$ cat src/mfd_pkg.sv
`timescale 1ns / 1ps
// ----------------------------------------------------------------------------
// mfd_pkg
// Shared types, constants and marker helpers for the marker frame deframer.
// ----------------------------------------------------------------------------
package mfd_pkg;

   // Frame geometry
   localparam int PAYLOAD_BYTES = 32;
   localparam int MARK_LEN      = 3;
   localparam int MAX_OUT       = 32;
   localparam int OUT_CAP       = (PAYLOAD_BYTES < MAX_OUT) ? PAYLOAD_BYTES : MAX_OUT;
   localparam int POS_W         = (PAYLOAD_BYTES > 4) ? $clog2(PAYLOAD_BYTES) : 2;

   // Field widths
   localparam int BYTE_W   = 8;
   localparam int INDEX_W  = 5;
   localparam int COUNT_W  = 6;
   localparam int MARKER_W = 24;
   localparam int CSR_AW   = 4;

   // Register map
   localparam logic [CSR_AW-1:0] REG_CHANNEL_COUNT = CSR_AW'(0);
   localparam logic [CSR_AW-1:0] REG_FRAME_MARKER  = CSR_AW'(1);

   // Register reset values
   localparam logic [COUNT_W-1:0]  CHANNEL_COUNT_RST = COUNT_W'(32);
   localparam logic [MARKER_W-1:0] FRAME_MARKER_RST  = 24'h383D44;

   // Parser phase
   typedef enum logic [1:0] {
      PH_HUNT = 2'd0,
      PH_DATA = 2'd1,
      PH_TAIL = 2'd2
   } phase_type;

   // Control handed to the payload chain
   typedef struct packed {
      logic              shift;
      logic [BYTE_W-1:0] fill;
   } chain_ctl_type;

   // Pick marker byte idx, first byte in the top bits
   function automatic logic [BYTE_W-1:0] mark_byte(logic [1:0] idx,
                                                   logic [MARKER_W-1:0] mk);
      logic [BYTE_W-1:0] r;
      case (idx)
         2'd1:    r = mk[15:8];
         2'd2:    r = mk[7:0];
         default: r = mk[23:16];
      endcase
      return r;
   endfunction

   // Longest marker prefix that ends the matched prefix plus the new byte
   function automatic logic [1:0] hunt_advance(logic [1:0] k, logic [BYTE_W-1:0] b,
                                               logic [MARKER_W-1:0] mk);
      logic [BYTE_W-1:0] m0;
      logic [BYTE_W-1:0] m1;
      logic [BYTE_W-1:0] m2;
      logic [1:0]        r;
      m0 = mk[23:16];
      m1 = mk[15:8];
      m2 = mk[7:0];
      r  = 2'd0;
      case (k)
         2'd1: begin
            if (b == m1)      r = 2'd2;
            else if (b == m0) r = 2'd1;
         end
         2'd2: begin
            if (b == m2)                   r = 2'd3;
            else if (m1 == m0 && b == m1)  r = 2'd2;
            else if (b == m0)              r = 2'd1;
         end
         default: begin
            if (b == m0) r = 2'd1;
         end
      endcase
      return r;
   endfunction

endpackage

$ cat src/mfd_if.sv
`timescale 1ns / 1ps
// ----------------------------------------------------------------------------
// mfd_if
// Valid/ready channel interfaces for received bytes, channel results and
// register writes.
// ----------------------------------------------------------------------------
interface mfd_req_if;
   logic                      valid;
   logic                      ready;
   logic [mfd_pkg::BYTE_W-1:0] rx_byte;

   modport source (output valid, output rx_byte, input ready);
   modport sink   (input valid, input rx_byte, output ready);
endinterface

interface mfd_rsp_if;
   logic                       valid;
   logic                       ready;
   logic [mfd_pkg::INDEX_W-1:0] channel_index;
   logic [mfd_pkg::BYTE_W-1:0]  channel_value;
   logic                       last_channel;

   modport source (output valid, output channel_index, output channel_value,
                   output last_channel, input ready);
   modport sink   (input valid, input channel_index, input channel_value,
                   input last_channel, output ready);
endinterface

interface mfd_csr_if;
   logic                        valid;
   logic                        ready;
   logic [mfd_pkg::CSR_AW-1:0]   addr;
   logic [mfd_pkg::MARKER_W-1:0] wdata;

   modport source (output valid, output addr, output wdata, input ready);
   modport sink   (input valid, input addr, input wdata, output ready);
endinterface

$ cat src/mfd_cell.sv
`timescale 1ns / 1ps
// ----------------------------------------------------------------------------
// mfd_cell
// One payload byte cell: loads its neighbour's byte when the chain shifts.
// ----------------------------------------------------------------------------
module mfd_cell (
   input  logic                       clock,
   input  logic                       shift,
   input  logic [mfd_pkg::BYTE_W-1:0] data_in,
   output logic [mfd_pkg::BYTE_W-1:0] data_out
);

   logic [mfd_pkg::BYTE_W-1:0] data_ff;

   // Take the neighbour's byte on a shift, hold otherwise
   always_ff @(posedge clock) begin
      if (shift) begin
         data_ff <= data_in;
      end
   end

   assign data_out = data_ff;

endmodule

$ cat src/mfd_chain.sv
`timescale 1ns / 1ps
// ----------------------------------------------------------------------------
// mfd_chain
// Row of payload cells. Bytes enter at the tail and move one cell towards
// the head on each shift; the head holds the oldest stored byte.
// ----------------------------------------------------------------------------
module mfd_chain (
   input  logic                       clock,
   input  mfd_pkg::chain_ctl_type     ctl,
   output logic [mfd_pkg::BYTE_W-1:0] head
);

   logic [mfd_pkg::BYTE_W-1:0] cell_q [mfd_pkg::PAYLOAD_BYTES];

   // Build the row; the last cell takes the fill byte
   for (genvar i = 0; i < mfd_pkg::PAYLOAD_BYTES; i++) begin : g_cell
      if (i == mfd_pkg::PAYLOAD_BYTES - 1) begin : g_tail
         mfd_cell u_cell (
            .clock    (clock),
            .shift    (ctl.shift),
            .data_in  (ctl.fill),
            .data_out (cell_q[i])
         );
      end else begin : g_body
         mfd_cell u_cell (
            .clock    (clock),
            .shift    (ctl.shift),
            .data_in  (cell_q[i+1]),
            .data_out (cell_q[i])
         );
      end
   end

   assign head = cell_q[0];

endmodule

$ cat src/marker_frame_deframer.sv
`timescale 1ns / 1ps
// ----------------------------------------------------------------------------
// marker_frame_deframer
// Hunts for a three-byte marker, stores a fixed payload in a cell chain,
// checks the end marker and delivers the leading payload bytes as results.
// ----------------------------------------------------------------------------
// Output: the last end-marker byte loads the drain count; results then pass from
//   the chain head into the output register, one result per cycle while the result channel is ready.
// Throughput: one byte per cycle while no results drain; a good frame holds
//   input off until its channel_count results (at most 32) have drained, so result stalls extend it.
// Reset (synchronous) returns to hunting, clears counters and restores the
//   register defaults; the payload chain is not cleared.
module marker_frame_deframer (
   input  logic           clock,
   input  logic           reset,
   mfd_req_if.sink        req_ch,
   mfd_rsp_if.source      rsp_ch,
   mfd_csr_if.sink        csr_ch
);

   // Configuration registers
   logic [mfd_pkg::COUNT_W-1:0]  chan_count_ff;
   logic [mfd_pkg::MARKER_W-1:0] marker_ff;

   // Parser state
   mfd_pkg::phase_type           phase_ff, phase_in;
   logic [mfd_pkg::POS_W-1:0]    pos_ff, pos_in;

   // Result drain
   logic [mfd_pkg::COUNT_W-1:0]  emit_left_ff, emit_left_in;
   logic [mfd_pkg::INDEX_W-1:0]  emit_idx_ff, emit_idx_in;

   // Output register
   logic                         rsp_valid_ff, rsp_valid_in;
   logic [mfd_pkg::INDEX_W-1:0]  rsp_index_ff, rsp_index_in;
   logic [mfd_pkg::BYTE_W-1:0]   rsp_value_ff, rsp_value_in;
   logic                         rsp_last_ff, rsp_last_in;

   logic                         req_xfer;
   logic                         out_load;
   logic [1:0]                   mark_pos;
   logic [1:0]                   hunt_next;
   logic [mfd_pkg::COUNT_W-1:0]  frame_cnt;
   logic [mfd_pkg::BYTE_W-1:0]   chain_head;
   mfd_pkg::chain_ctl_type       chain_ctl;

   assign req_ch.ready = (emit_left_ff == '0);
   assign req_xfer     = req_ch.valid && req_ch.ready;
   assign csr_ch.ready = 1'b1;
   assign out_load     = (emit_left_ff != '0) && (!rsp_valid_ff || rsp_ch.ready);

   assign mark_pos  = pos_ff[1:0];
   assign hunt_next = mfd_pkg::hunt_advance(mark_pos, req_ch.rx_byte, marker_ff);
   assign frame_cnt = (chan_count_ff > mfd_pkg::COUNT_W'(mfd_pkg::OUT_CAP))
                      ? mfd_pkg::COUNT_W'(mfd_pkg::OUT_CAP) : chan_count_ff;

   // Register writes
   always_ff @(posedge clock) begin
      if (reset) begin
         chan_count_ff <= mfd_pkg::CHANNEL_COUNT_RST;
         marker_ff     <= mfd_pkg::FRAME_MARKER_RST;
      end else if (csr_ch.valid && csr_ch.ready) begin
         unique case (csr_ch.addr)
            mfd_pkg::REG_CHANNEL_COUNT: chan_count_ff <= csr_ch.wdata[mfd_pkg::COUNT_W-1:0];
            mfd_pkg::REG_FRAME_MARKER:  marker_ff     <= csr_ch.wdata;
            default: ;
         endcase
      end
   end

   // State registers
   always_ff @(posedge clock) begin
      if (reset) begin
         phase_ff     <= mfd_pkg::PH_HUNT;
         pos_ff       <= '0;
         emit_left_ff <= '0;
         emit_idx_ff  <= '0;
         rsp_valid_ff <= 1'b0;
      end else begin
         phase_ff     <= phase_in;
         pos_ff       <= pos_in;
         emit_left_ff <= emit_left_in;
         emit_idx_ff  <= emit_idx_in;
         rsp_valid_ff <= rsp_valid_in;
      end
   end

   // Output payload
   always_ff @(posedge clock) begin
      rsp_index_ff <= rsp_index_in;
      rsp_value_ff <= rsp_value_in;
      rsp_last_ff  <= rsp_last_in;
   end

   // Parser next state, drain and chain control
   always_comb begin
      phase_in        = phase_ff;
      pos_in          = pos_ff;
      emit_left_in    = emit_left_ff;
      emit_idx_in     = emit_idx_ff;
      rsp_valid_in    = rsp_valid_ff;
      rsp_index_in    = rsp_index_ff;
      rsp_value_in    = rsp_value_ff;
      rsp_last_in     = rsp_last_ff;
      chain_ctl.shift = 1'b0;
      chain_ctl.fill  = req_ch.rx_byte;

      if (req_xfer) begin
         unique case (phase_ff)
            mfd_pkg::PH_DATA: begin
               chain_ctl.shift = 1'b1;
               if (pos_ff == mfd_pkg::POS_W'(mfd_pkg::PAYLOAD_BYTES - 1)) begin
                  phase_in = mfd_pkg::PH_TAIL;
                  pos_in   = '0;
               end else begin
                  pos_in = pos_ff + 1'b1;
               end
            end
            mfd_pkg::PH_TAIL: begin
               if (req_ch.rx_byte == mfd_pkg::mark_byte(mark_pos, marker_ff)) begin
                  if (mark_pos == 2'(mfd_pkg::MARK_LEN - 1)) begin
                     phase_in     = mfd_pkg::PH_HUNT;
                     pos_in       = '0;
                     emit_left_in = frame_cnt;
                     emit_idx_in  = '0;
                  end else begin
                     pos_in = pos_ff + 1'b1;
                  end
               end else if (hunt_next == 2'(mfd_pkg::MARK_LEN)) begin
                  phase_in = mfd_pkg::PH_DATA;
                  pos_in   = '0;
               end else begin
                  phase_in = mfd_pkg::PH_HUNT;
                  pos_in   = mfd_pkg::POS_W'(hunt_next);
               end
            end
            default: begin
               if (hunt_next == 2'(mfd_pkg::MARK_LEN)) begin
                  phase_in = mfd_pkg::PH_DATA;
                  pos_in   = '0;
               end else begin
                  phase_in = mfd_pkg::PH_HUNT;
                  pos_in   = mfd_pkg::POS_W'(hunt_next);
               end
            end
         endcase
      end

      // Pop the chain head into the output register
      if (out_load) begin
         rsp_valid_in    = 1'b1;
         rsp_index_in    = emit_idx_ff;
         rsp_value_in    = chain_head;
         rsp_last_in     = (emit_left_ff == mfd_pkg::COUNT_W'(1));
         emit_left_in    = emit_left_ff - 1'b1;
         emit_idx_in     = emit_idx_ff + 1'b1;
         chain_ctl.shift = 1'b1;
      end else if (rsp_ch.ready) begin
         rsp_valid_in = 1'b0;
      end
   end

   mfd_chain u_chain (
      .clock (clock),
      .ctl   (chain_ctl),
      .head  (chain_head)
   );

   assign rsp_ch.valid         = rsp_valid_ff;
   assign rsp_ch.channel_index = rsp_index_ff;
   assign rsp_ch.channel_value = rsp_value_ff;
   assign rsp_ch.last_channel  = rsp_last_ff;

endmodule

$ cat src/flat_wrapper.sv
// flat-port wrapper written by rule: the top's interface ports become plain ports
module marker_frame_deframer_flat 
  (clock, reset, req_ch_valid, req_ch_rx_byte, req_ch_ready, rsp_ch_valid, rsp_ch_channel_index, rsp_ch_channel_value, rsp_ch_last_channel, rsp_ch_ready, csr_ch_valid, csr_ch_addr, csr_ch_wdata, csr_ch_ready);
  mfd_req_if req_ch_i ();
  mfd_rsp_if rsp_ch_i ();
  mfd_csr_if csr_ch_i ();
  input  logic clock;
  input  logic reset;
  input wire logic [$bits(req_ch_i.valid)-1:0] req_ch_valid;
  input wire logic [$bits(req_ch_i.rx_byte)-1:0] req_ch_rx_byte;
  output wire logic [$bits(req_ch_i.ready)-1:0] req_ch_ready;
  output wire logic [$bits(rsp_ch_i.valid)-1:0] rsp_ch_valid;
  output wire logic [$bits(rsp_ch_i.channel_index)-1:0] rsp_ch_channel_index;
  output wire logic [$bits(rsp_ch_i.channel_value)-1:0] rsp_ch_channel_value;
  output wire logic [$bits(rsp_ch_i.last_channel)-1:0] rsp_ch_last_channel;
  input wire logic [$bits(rsp_ch_i.ready)-1:0] rsp_ch_ready;
  input wire logic [$bits(csr_ch_i.valid)-1:0] csr_ch_valid;
  input wire logic [$bits(csr_ch_i.addr)-1:0] csr_ch_addr;
  input wire logic [$bits(csr_ch_i.wdata)-1:0] csr_ch_wdata;
  output wire logic [$bits(csr_ch_i.ready)-1:0] csr_ch_ready;
  assign req_ch_i.valid = req_ch_valid;
  assign req_ch_i.rx_byte = req_ch_rx_byte;
  assign req_ch_ready = req_ch_i.ready;
  assign rsp_ch_valid = rsp_ch_i.valid;
  assign rsp_ch_channel_index = rsp_ch_i.channel_index;
  assign rsp_ch_channel_value = rsp_ch_i.channel_value;
  assign rsp_ch_last_channel = rsp_ch_i.last_channel;
  assign rsp_ch_i.ready = rsp_ch_ready;
  assign csr_ch_i.valid = csr_ch_valid;
  assign csr_ch_i.addr = csr_ch_addr;
  assign csr_ch_i.wdata = csr_ch_wdata;
  assign csr_ch_ready = csr_ch_i.ready;
  marker_frame_deframer u_core (.clock(clock), .reset(reset), .req_ch(req_ch_i), .rsp_ch(rsp_ch_i), .csr_ch(csr_ch_i));
endmodule
$ cat config.mk
export PLATFORM = sky130hd
export DESIGN_NAME = marker_frame_deframer_flat
export DESIGN_NICKNAME = d
export VERILOG_FILES = /design/src/mfd_pkg.sv /design/src/mfd_if.sv /design/src/mfd_cell.sv /design/src/mfd_chain.sv /design/src/marker_frame_deframer.sv /design/src/flat_wrapper.sv
export SDC_FILE = /design/constraint.sdc
export NUM_CORES = 1
export LEC_CHECK = 0
export ABC_AREA = 1
export BUFFER_PORTS_ARGS = -buffer_cell sky130_fd_sc_hd__buf_2
export CELL_PAD_IN_SITES_DETAIL_PLACEMENT = 0
export CELL_PAD_IN_SITES_GLOBAL_PLACEMENT = 2
export CORE_MARGIN = 5
export CORE_UTILIZATION = 43
export DETAILED_ROUTE_END_ITERATION = 10
export HOLD_SLACK_MARGIN = 0.12
export PLACE_DENSITY_LB_ADDON = 0.05
export REMOVE_ABC_BUFFERS = 1
export SLEW_MARGIN = 10
export SYNTH_ARGS = -nofsm -noshare
export SYNTH_HDL_FRONTEND = slang
export SYNTH_SLANG_ARGS = --single-unit
$ cat constraint.sdc
create_clock -name clock -period 24.1 [get_ports clock]
set_input_delay 1.205 -clock clock [delete_from_list [all_inputs] [get_ports clock]]
set_output_delay 1.205 -clock clock [all_outputs]
set_load 0.02 [all_outputs]
==> results.cfg, run 1 <==
[run_status]
outcome = finished clean

[logic_synthesis]
syn-cell-area_um2 = 11400
syn_inst = 814
synth-seq-cells = 319
synth_warnings = 0
synthFlopType = edfxtp_1
synth_edf_count = 270
yosysUniqueCellTypes = 31
avgSynthCellArea_um2 = 14.0
synth_seq_area_share = 0.799
async_flop_share = 0

[setup_path]
worstSetupPathType = flip-flop to flip-flop
start_kind = flip-flop
reg2reg_slack_ns = 20.49
cp.required_ns = 24.22
critPathCaptureType = flip-flop
crit_arrival_ns = 3.72
reg2reg_depth = 11
path_max_fanout = 98
regToRegStartpoint = u_core.emit_left_ff[0]$_SDFFE_PP0P_

[detailed_routing]
dr.pass1.iters = 4
drtAntennaViolNets = 0
vias = 6036
maxUsedRoutingLayer = met4
wl_met2_um = 8820
wire_per_inst_um = 15.1
dr_wl_met3_um = 953
wl_met1_um = 8850
drt_iter0_drc = 487
drt-total-wl_um = 19000
vias_per_cell = 4.81
drc_errors = 0

[min_path]
min_from = u_core.u_chain.g_cell[3].g_body.u_cell.data_out[3]$_DFFE_PP_
hold_depth = 0
hold_path_class = flip-flop to flip-flop
hold_path_end = u_core.u_chain.g_cell[2].g_body.u_cell.data_out[3]$_DFFE_PP_

[grt]
grt_pass1_wl_um = 31000
antenna_found_initial = 0
grt_max_degree = 99
grt-ovfl-total = 0
grt_pass1_vias = 5937
track_usage = 0.126

[placement]
placement.io_buffers = 56
gp_congestion = 0.795
place_area_um2 = 12000
hpwlAfterDp_um = 11600

[floorplan]
rows = 59
start_util = 0.437
fp.dieH_um = 173
die_area_um2 = 29800
die_x_um = 173
io_pins = 58
coreArea_um2 = 26100

[timing]
rsz0062_at_grt = no
hold-worst-slack_ns = 0.413
hold_viol = 0
slew_headroom = 0.257
fmax_mhz = 277
setup_viol = 0
tns_ns = 0
period_share = 0.150
fin_crit_ns = 3.61
slew_viol_final = 0
fin_skew_ns = 0.0117
worst-slew-pin-transition_ns = 1.11

[cells_and_area]
final_common_cell = edfxtp_1
antenna_cells = 0
synthToLayoutAreaGrowth_pct = 15.4
stdcell_area_um2 = 13100
layout.nets = 947
fillers = 2208
multi_input_area_um2 = 1970
regArea_um2 = 9090
fin_util = 0.504
mostFrequentLayoutCells = edfxtp_1, nand2_1, inv_1
drive_gt1_frac = 0.136

[clock_tree]
cts_resized = 0
cts_max_path_buffers = 3
clk_pin_slew_ns = 0.06
cts_made_buffers = 35
cts_root_buf = clkbuf_16
clock_sinks = 319
clkLatencyLatePin_ns = 0.50
cts_tree = done
post-cts-setup-buffers = 0
holdBufCountCts = 0
cts_max_level = 2

[power_and_ir_drop]
peakVddDrop_v = 0.000103
power_density_nw_per_um2 = 149
p_leak_nw = 5.02

[flow_run]
maxCapViolCount = 0
cells by family after synthesis:
group,Yosys count,synth area share
simple gates,307,0.113
flops,319,0.799
xor+xnor,12,0.00924
compound gates,84,0.0378
buf+inv,80,0.0286
other cells,1,0.000330
fa+ha+maj,11,0.0121
worst max-delay path: stages, from the launching register on:
cell,delay (ns)
dfxtp_1,0.39
inv_1,0.08
ha_1,0.23
nand2_1,0.09
nor2_1,0.04
inv_1,0.11
nor2_4,0.06
inv_1,0.07
nand2_2,0.25
o21ai_4,0.12
buf_4,0.67
buf_4,0.98
sequential cells by signal (all words and copies together) (netlist names):
register / flops
u_core.emit_left_ff: 6
u_core.u_chain.g_cell.g_body.u_cell.data_out: 248
u_core.rsp_ch.channel_index: 5
u_core.phase_ff: 2
u_core.rsp_ch.channel_value: 8
u_core.pos_ff: 5
u_core.marker_ff: 24
u_core.u_chain.g_cell.g_tail.u_cell.data_out: 8
u_core.rsp_ch.last_channel: 1
u_core.emit_idx_ff: 5
u_core.chan_count_ff: 6
u_core.rsp_ch.valid: 1
where the power goes:
| group | internal (W) | switching (W) | total, W |
|---|---|---|---|
| Clock | 0.000294 | 0.000209 | 0.000503 |
| Combinational | 0.0000602 | 0.000271 | 0.000331 |
| Sequential | 0.00104 | 0.0000760 | 0.00112 |
| Total | 0.00140 | 0.000556 | 0.00195 |
layout make-up:
class / count / area share
flip-flops and latches: 319 / 0.692
clock buffers: 43 / 0.0690
inverters: 64 / 0.0183
well taps: 335 / 0.0319
repair buffers: 60 / 0.0236
multi-input cells: 415 / 0.150
clock inverters: 20 / 0.0145
synth_stat cells (all sizes together), types with 6 or more instances:
master	instances	share of area
dfxtp	49	0.086
clkbuf	10	0.0033
edfxtp	270	0.71
nand2	207	0.070
xnor2	9	0.0069
nor2	50	0.019
o21ai	39	0.017
inv	63	0.021
ha	11	0.012
nand3	39	0.018
a21oi	42	0.019
buf	6	0.0042
how the worst max path moves through the flow:
| stage | from | endpoint | slack (ns) | depth (start not counted) |
|---|---|---|---|---|
| floorplan | req_ch_valid | u_core.u_chain.g_cell[0].g_body.u_cell.data_out[0]$_DFFE_PP_ | 3.71 | 2 |
| global placement | rsp_ch_ready | flip-flop | 20.20 | 7 |
| detailed placement | rsp_ch_ready | flip-flop | 20.07 | 7 |
| CTS | u_core.emit_left_ff[0]$_SDFFE_PP0P_ | flip-flop | 20.47 | 11 |
| global route | u_core.emit_left_ff[0]$_SDFFE_PP0P_ | flip-flop | 20.22 | 11 |
| finish | u_core.emit_left_ff[0]$_SDFFE_PP0P_ | flip-flop | 20.49 | 11 |
stage by stage:
stage	power, W	std cells	worst slack (ns)
3_3_place_gp	0.00145	1193	20.20
6_report	0.00195	1256	20.49
4_1_cts	0.00199	1256	20.47
2_1_floorplan	0.00163	798	3.71
5_1_grt	0.00207	1256	20.22
3_5_place_dp	0.00147	1193	20.07
per-layer routing:
metal	global-route usage	vias up
met4	0.0390	0
met5	0	-
li1	-	2988
met3	0.0286	33
met1	0.177	2899
met2	0.199	116
Note: power is estimated with default switching activity, not from simulation.
==> run 2, diff against run 1 <==
==> constraint.sdc (replaced) <==
create_clock -name clock -period 3.4 [get_ports clock]
set_input_delay 0.17 -clock clock [delete_from_list [all_inputs] [get_ports clock]]
set_output_delay 0.17 -clock clock [all_outputs]
set_load 0.02 [all_outputs]
==> run 2 against run 1 <==
  * Critical path depth fell by 2
  * Global-route usage rose by 0.52 points
  * Largest power group unchanged
  * Flip-flop and latch count did not move
  * Sequential share of layout area fell by 2.3 points
  * Total power rose to 7.2 times the previous value
  * Clock skew rose by 0.0083 ns
  * Combinational power rose to 7.9 times the previous value
  * Via count rose by 1.9%
  * Wire length rose by 4.4%
  * Setup slack got worse by 20 ns
  * Count of clock-buffer cells in the layout fell by 5
==> results.cfg, run 2 (same netlist as run 1, synthesis figures left out) <==
[timing]
period_share = 0.884
setup_viol = 0
worst-slew-pin-transition_ns = 1.20
slew_viol_final = 0
fmax_mhz = 333
fin_crit_ns = 3.00
slew_headroom = 0.195
hold_viol = 0
rsz0062_at_grt = no
setup_ws_ns = 0.396
fin_skew_ns = 0.0201
hold-worst-slack_ns = 0.151

[cells_and_area]
synthToLayoutAreaGrowth_pct = 19.3
largest_reg_flops = 248
final_common_cell = edfxtp_1
antenna_cells = 0
mostFrequentLayoutCells = edfxtp_1, nand2_1, inv_1
layout.nets = 989
fillers = 2140
drive_gt1_frac = 0.135

[setup_path]
path_max_fanout = 38
worstSetupPathType = flip-flop to flip-flop
cpMaxStageDelayCell = o21ai_4
cp.required_ns = 3.56
start_kind = flip-flop
critPathCaptureType = flip-flop
cpPeakStageDelay_ns = 0.95
crit_arrival_ns = 3.16
cp_cell_sequence = inv_1 -> ha_1 -> nand2_1 -> nor2_1 -> inv_1 -> nor2_4 -> nand2_1 -> o21ai_4 -> buf_4

[placement]
place_ws_ns = 0.326
gp_congestion = 0.776
hpwlAfterDp_um = 12200
placement.io_buffers = 56

[floorplan]
fp.dieH_um = 173
die_x_um = 173
io_pins = 58
rows = 59
start_util = 0.437
coreArea_um2 = 26100
die_area_um2 = 29800

[clock_tree]
cts_max_level = 2
cts_resized = 0
cts_root_buf = clkbuf_16
cts_tree = done
cts_max_path_buffers = 3
clk_pin_slew_ns = 0.06
clock_sinks = 319
cts_made_buffers = 34
clkLatencyLatePin_ns = 0.51
post-cts-setup-buffers = 0

[detailed_routing]
wire_per_inst_um = 15.3
dr.pass1.iters = 5
vias_per_cell = 4.74
drt-total-wl_um = 19800
drtAntennaViolNets = 0
drc_errors = 0
drt_iter0_drc = 383
vias = 6149

[grt]
grt_pass1_wl_um = 32200
grt_pass1_vias = 6183
track_usage = 0.132
antenna_found_initial = 0
grt_max_degree = 61
grt-ovfl-total = 0

[power_and_ir_drop]
p_leak_nw = 5.23
power_density_nw_per_um2 = 1040
peakVddDrop_v = 0.000611

[run_status]
outcome = finished clean

[flow_run]
maxCapViolCount = 0

[min_path]
hold_path_class = input pin to flip-flop
==> run 2: per-layer routing <==
layer,global-route usage,part of all wire
met1,0.183,0.48
met5,0,0
met2,0.208,0.45
met4,0.0455,0.024
met3,0.0279,0.043
==> run 2: final timing paths <==
path	slack (ns)	depth (start not counted)	to	from
max reg2reg	0.40	9	flip-flop	u_core.emit_left_ff[0]$_SDFFE_PP0P_
max	0.40	9	flip-flop	u_core.emit_left_ff[0]$_SDFFE_PP0P_
min reg2reg	0.41	0	u_core.u_chain.g_cell[9].g_body.u_cell.data_out[6]$_DFFE_PP_	flip-flop
min	0.15	2	u_core.phase_ff[1]$_SDFFE_PP0P_	reset
==> run 2: report_power, final <==
group	leakage (nW)	internal (W)	switching, W
Sequential	3.06	0.00733	0.000539
Clock	0.540	0.00215	0.00145
Combinational	1.63	0.000606	0.00200
==> run 2: what timing repair did <==
| action | in CTS | in global routing |
|---|---|---|
| endpoints found under the setup margin | 0 | 0 |
| hold buffers | 37 | 0 |
| hold endpoints to repair | 41 | 0 |
==> run 2: worst max-delay path, delay by kind of cell (launching register included) <==
| family | cells | cell delay [ns] |
|---|---|---|
| buffers and inverters | 3 | 0.69 |
| DFF | 1 | 0.34 |
| and+or+nand+nor | 4 | 0.46 |
| adders and majority gates | 1 | 0.18 |
| AOI/OAI and AO/OA | 1 | 0.95 |
==> run 2: per-stage QoR <==
step	std cells	setup TNS, ns	power (W)	util	instance area, um^2
final	1298	0	0.0141	0.521	13600
after global routing	1298	0	0.0148	0.521	13600
after CTS	1298	0	0.0143	0.521	13600
after detailed placement	1199	0	0.0106	0.464	12100
after global placement	1199	0	0.0104	0.464	12100
after floorplan	798	-4294.02	0.00676	-	11300
==> run 2: cell type report <==
| type | count | area (um^2) | area share |
|---|---|---|---|
| multi-input combinational | 415 | 1970 | 0.145 |
| clock inverter | 24 | 235 | 0.0173 |
| inverter | 64 | 240 | 0.0177 |
| sequential | 319 | 9090 | 0.670 |
| tap | 335 | 419 | 0.0309 |
| clock buffer | 38 | 866 | 0.0638 |
| timing repair buffer | 103 | 751 | 0.0553 |
==> run 3, diff against run 2 <==
--- a/config.mk
+++ b/config.mk
@@ -5,12 +5,11 @@
 export SDC_FILE = /design/constraint.sdc
 export NUM_CORES = 1
 export LEC_CHECK = 0
-export ABC_AREA = 1
 export BUFFER_PORTS_ARGS = -buffer_cell sky130_fd_sc_hd__buf_2
 export CELL_PAD_IN_SITES_DETAIL_PLACEMENT = 0
 export CELL_PAD_IN_SITES_GLOBAL_PLACEMENT = 2
 export CORE_MARGIN = 5
-export CORE_UTILIZATION = 43
+export CORE_UTILIZATION = 45
 export DETAILED_ROUTE_END_ITERATION = 10
 export HOLD_SLACK_MARGIN = 0.12
 export PLACE_DENSITY_LB_ADDON = 0.05
==> run 3 against run 2 <==
  * Critical path depth shrank 1
  * Non-clock buffer count grew 2
  * Register-to-register slack gained 0.29 ns
  * Setup slack gained 0.29 ns
  * Synthesized area shrank 2.4%
  * Via count shrank 12%
  * Utilization grew 2.7 points
  * Clock skew shrank 0.013 ns
  * Sequential power shrank 4.4%
  * Fmax grew 11%
  * Final cell count shrank 15%
  * Wire length shrank 12%
  * Largest power group unchanged
==> results.cfg, run 3 <==
[timing]
worst-slew-pin-transition_ns = 0.809
hold_viol = 0
hold-worst-slack_ns = 0.196
fmax_mhz = 368
fin_crit_ns = 2.72
period_share = 0.799
slew_viol_final = 0
setup_viol = 0
fin_skew_ns = 0.00713
rsz0062_at_grt = no
slew_headroom = 0.461

[clock_tree]
cts_tree = done
post-cts-setup-buffers = 0
cts_resized = 0
clkLatencyLatePin_ns = 0.56
clk_pin_slew_ns = 0.06
cts_max_level = 1
holdBufCountCts = 41
clock_sinks = 319
cts_root_buf = clkbuf_16
cts_made_buffers = 31
cts_max_path_buffers = 3

[logic_synthesis]
avgSynthCellArea_um2 = 17.4
syn_inst = 640
synth-seq-cells = 319
synth_top_family_by_area = simple AND/OR/NAND/NOR gates
synth_warnings = 0
syn-cell-area_um2 = 11100
async_flop_share = 0
synth_seq_area_share = 0.818
synth_fa_ha_area_frac = 0.0124
synth_top_cells_by_count = edfxtp_1, nand2_1, dfxtp_1, xnor2_1, a21oi_1
synth_compound_area_frac = 0.0452
yosysMostFrequentCell = edfxtp_1
synth_edf_count = 270
synthSimpleGateAreaFrac = 0.0667
yosysTopAreaCell = edfxtp_1
synth.top_cell.area_share = 0.730
yosysUniqueCellTypes = 51
synthFlopType = edfxtp_1
synthTopCellsByArea = edfxtp_1, dfxtp_1, xnor2_1, nand2_1, ha_1
synth_xor_area_frac = 0.0355
synthMuxAreaShare = 0.00653

[setup_path]
reg2reg_depth = 8
cp_cell_sequence = inv_1 -> ha_1 -> a22oi_1 -> xnor2_1 -> nor4_4 -> a31oi_4 -> or4b_1 -> o21ai_0
cpPeakStageDelay_ns = 0.50
cpMaxStageDelayCell = or4b_1
start_kind = flip-flop
crit_arrival_ns = 3.19
cp.required_ns = 3.87
critPathCaptureType = flip-flop
worstSetupPathType = flip-flop to flip-flop
path_max_fanout = 14

[detailed_routing]
vias = 5406
dr.pass1.iters = 5
vias_per_cell = 4.91
wire_per_inst_um = 15.9
drt-total-wl_um = 17500
drc_errors = 0
drtAntennaViolNets = 0
drt_iter0_drc = 351

[floorplan]
coreArea_um2 = 24300
rows = 57
die_x_um = 167
start_util = 0.457
die_area_um2 = 27900
io_pins = 58
fp.dieH_um = 167

[cells_and_area]
layout.nets = 805
fin_util = 0.548
mostFrequentLayoutCells = edfxtp_1, nand2_1, buf_2
multi_input_area_um2 = 1860
largest_reg_flops = 248
drive_gt1_frac = 0.171
synthToLayoutAreaGrowth_pct = 19.9
final_common_cell = edfxtp_1
fillers = 1977
antenna_cells = 0
regArea_um2 = 9090
stdcell_area_um2 = 13300

[grt]
grt_pass1_wl_um = 28700
grt_pass1_vias = 5434
grt_max_degree = 69
track_usage = 0.125
grt-ovfl-total = 0
antenna_found_initial = 0

[flow_run]
maxCapViolCount = 0

[min_path]
hold_depth = 2
hold_path_class = input pin to flip-flop

[run_status]
outcome = finished clean

[power_and_ir_drop]
peakVddDrop_v = 0.000526
power_w = 0.0130
power_density_nw_per_um2 = 978
p_leak_nw = 4.67

[placement]
gp_congestion = 0.758
placement.io_buffers = 56
hpwlAfterDp_um = 10500
place_area_um2 = 11800
==> run 3: layout make-up <==
class / count / area share
clock buffers: 32 / 0.0585
inverters: 15 / 0.00423
multi-input cells: 281 / 0.139
clock inverters: 25 / 0.0258
repair buffers: 105 / 0.0592
flip-flops and latches: 319 / 0.682
well taps: 324 / 0.0304
==> run 3: worst paths after layout <==
check	to	slack [ns]	from
max	u_core.emit_left_ff[2]$_SDFFE_PP0P_	0.68	u_core.pos_ff[0]$_SDFFE_PP0P_
min	u_core.chan_count_ff[3]$_SDFFE_PP0P_	0.20	reset
max reg2reg	u_core.emit_left_ff[2]$_SDFFE_PP0P_	0.68	u_core.pos_ff[0]$_SDFFE_PP0P_
min reg2reg	u_core.u_chain.g_cell[7].g_body.u_cell.data_out[5]$_DFFE_PP_	0.41	u_core.u_chain.g_cell[8].g_body.u_cell.data_out[5]$_DFFE_PP_
==> run 3: stage by stage <==
| stage | worst slack [ns] | setup TNS (ns) | instances |
|---|---|---|---|
| final | 0.683 | 0 | 1101 |
| after CTS | 0.665 | 0 | 1101 |
| after detailed placement | 0.691 | 0 | 1003 |
| after global routing | 0.431 | 0 | 1101 |
| after floorplan | -4.19 | -1072.49 | 615 |
| after global placement | 0.792 | 0 | 1003 |
==> run 3: logic make-up after synthesis <==
family                   count (synthesis)
AO/OA/AOI/OAI                           71
XOR/XNOR                                45
adder cells (fa/ha/maj)                 11
buffers and inverters                   40
flip-flops                             319
multiplexers                             7
other                                    1
AND/OR/NAND/NOR                        146
==> run 3: metal layers <==
metal / share of wire / GRT usage / vias up
li1: - / - / 2631
met4: 0.025 / 0.0349 / 0
met2: 0.46 / 0.197 / 89
met3: 0.037 / 0.0233 / 25
met1: 0.48 / 0.180 / 2661
met5: 0 / 0 / -
==> run 3: worst max-delay path, delay by kind of cell (launching register included) <==
kind | cells | cell delay (ns)
buffers and inverters | 1 | 0.12
AO/OA/AOI/OAI | 3 | 0.60
XOR/XNOR | 1 | 0.13
adder cells (fa/ha/maj) | 1 | 0.40
flip-flops | 1 | 0.44
AND/OR/NAND/NOR | 2 | 0.95
==> run 3: power by group <==
group	total (W)	switching (W)	leakage, nW	internal [W]
logic	0.00183	0.00135	1.03	0.000480
clock network	0.00367	0.00145	0.544	0.00222
registers	0.00752	0.000523	3.09	0.00700
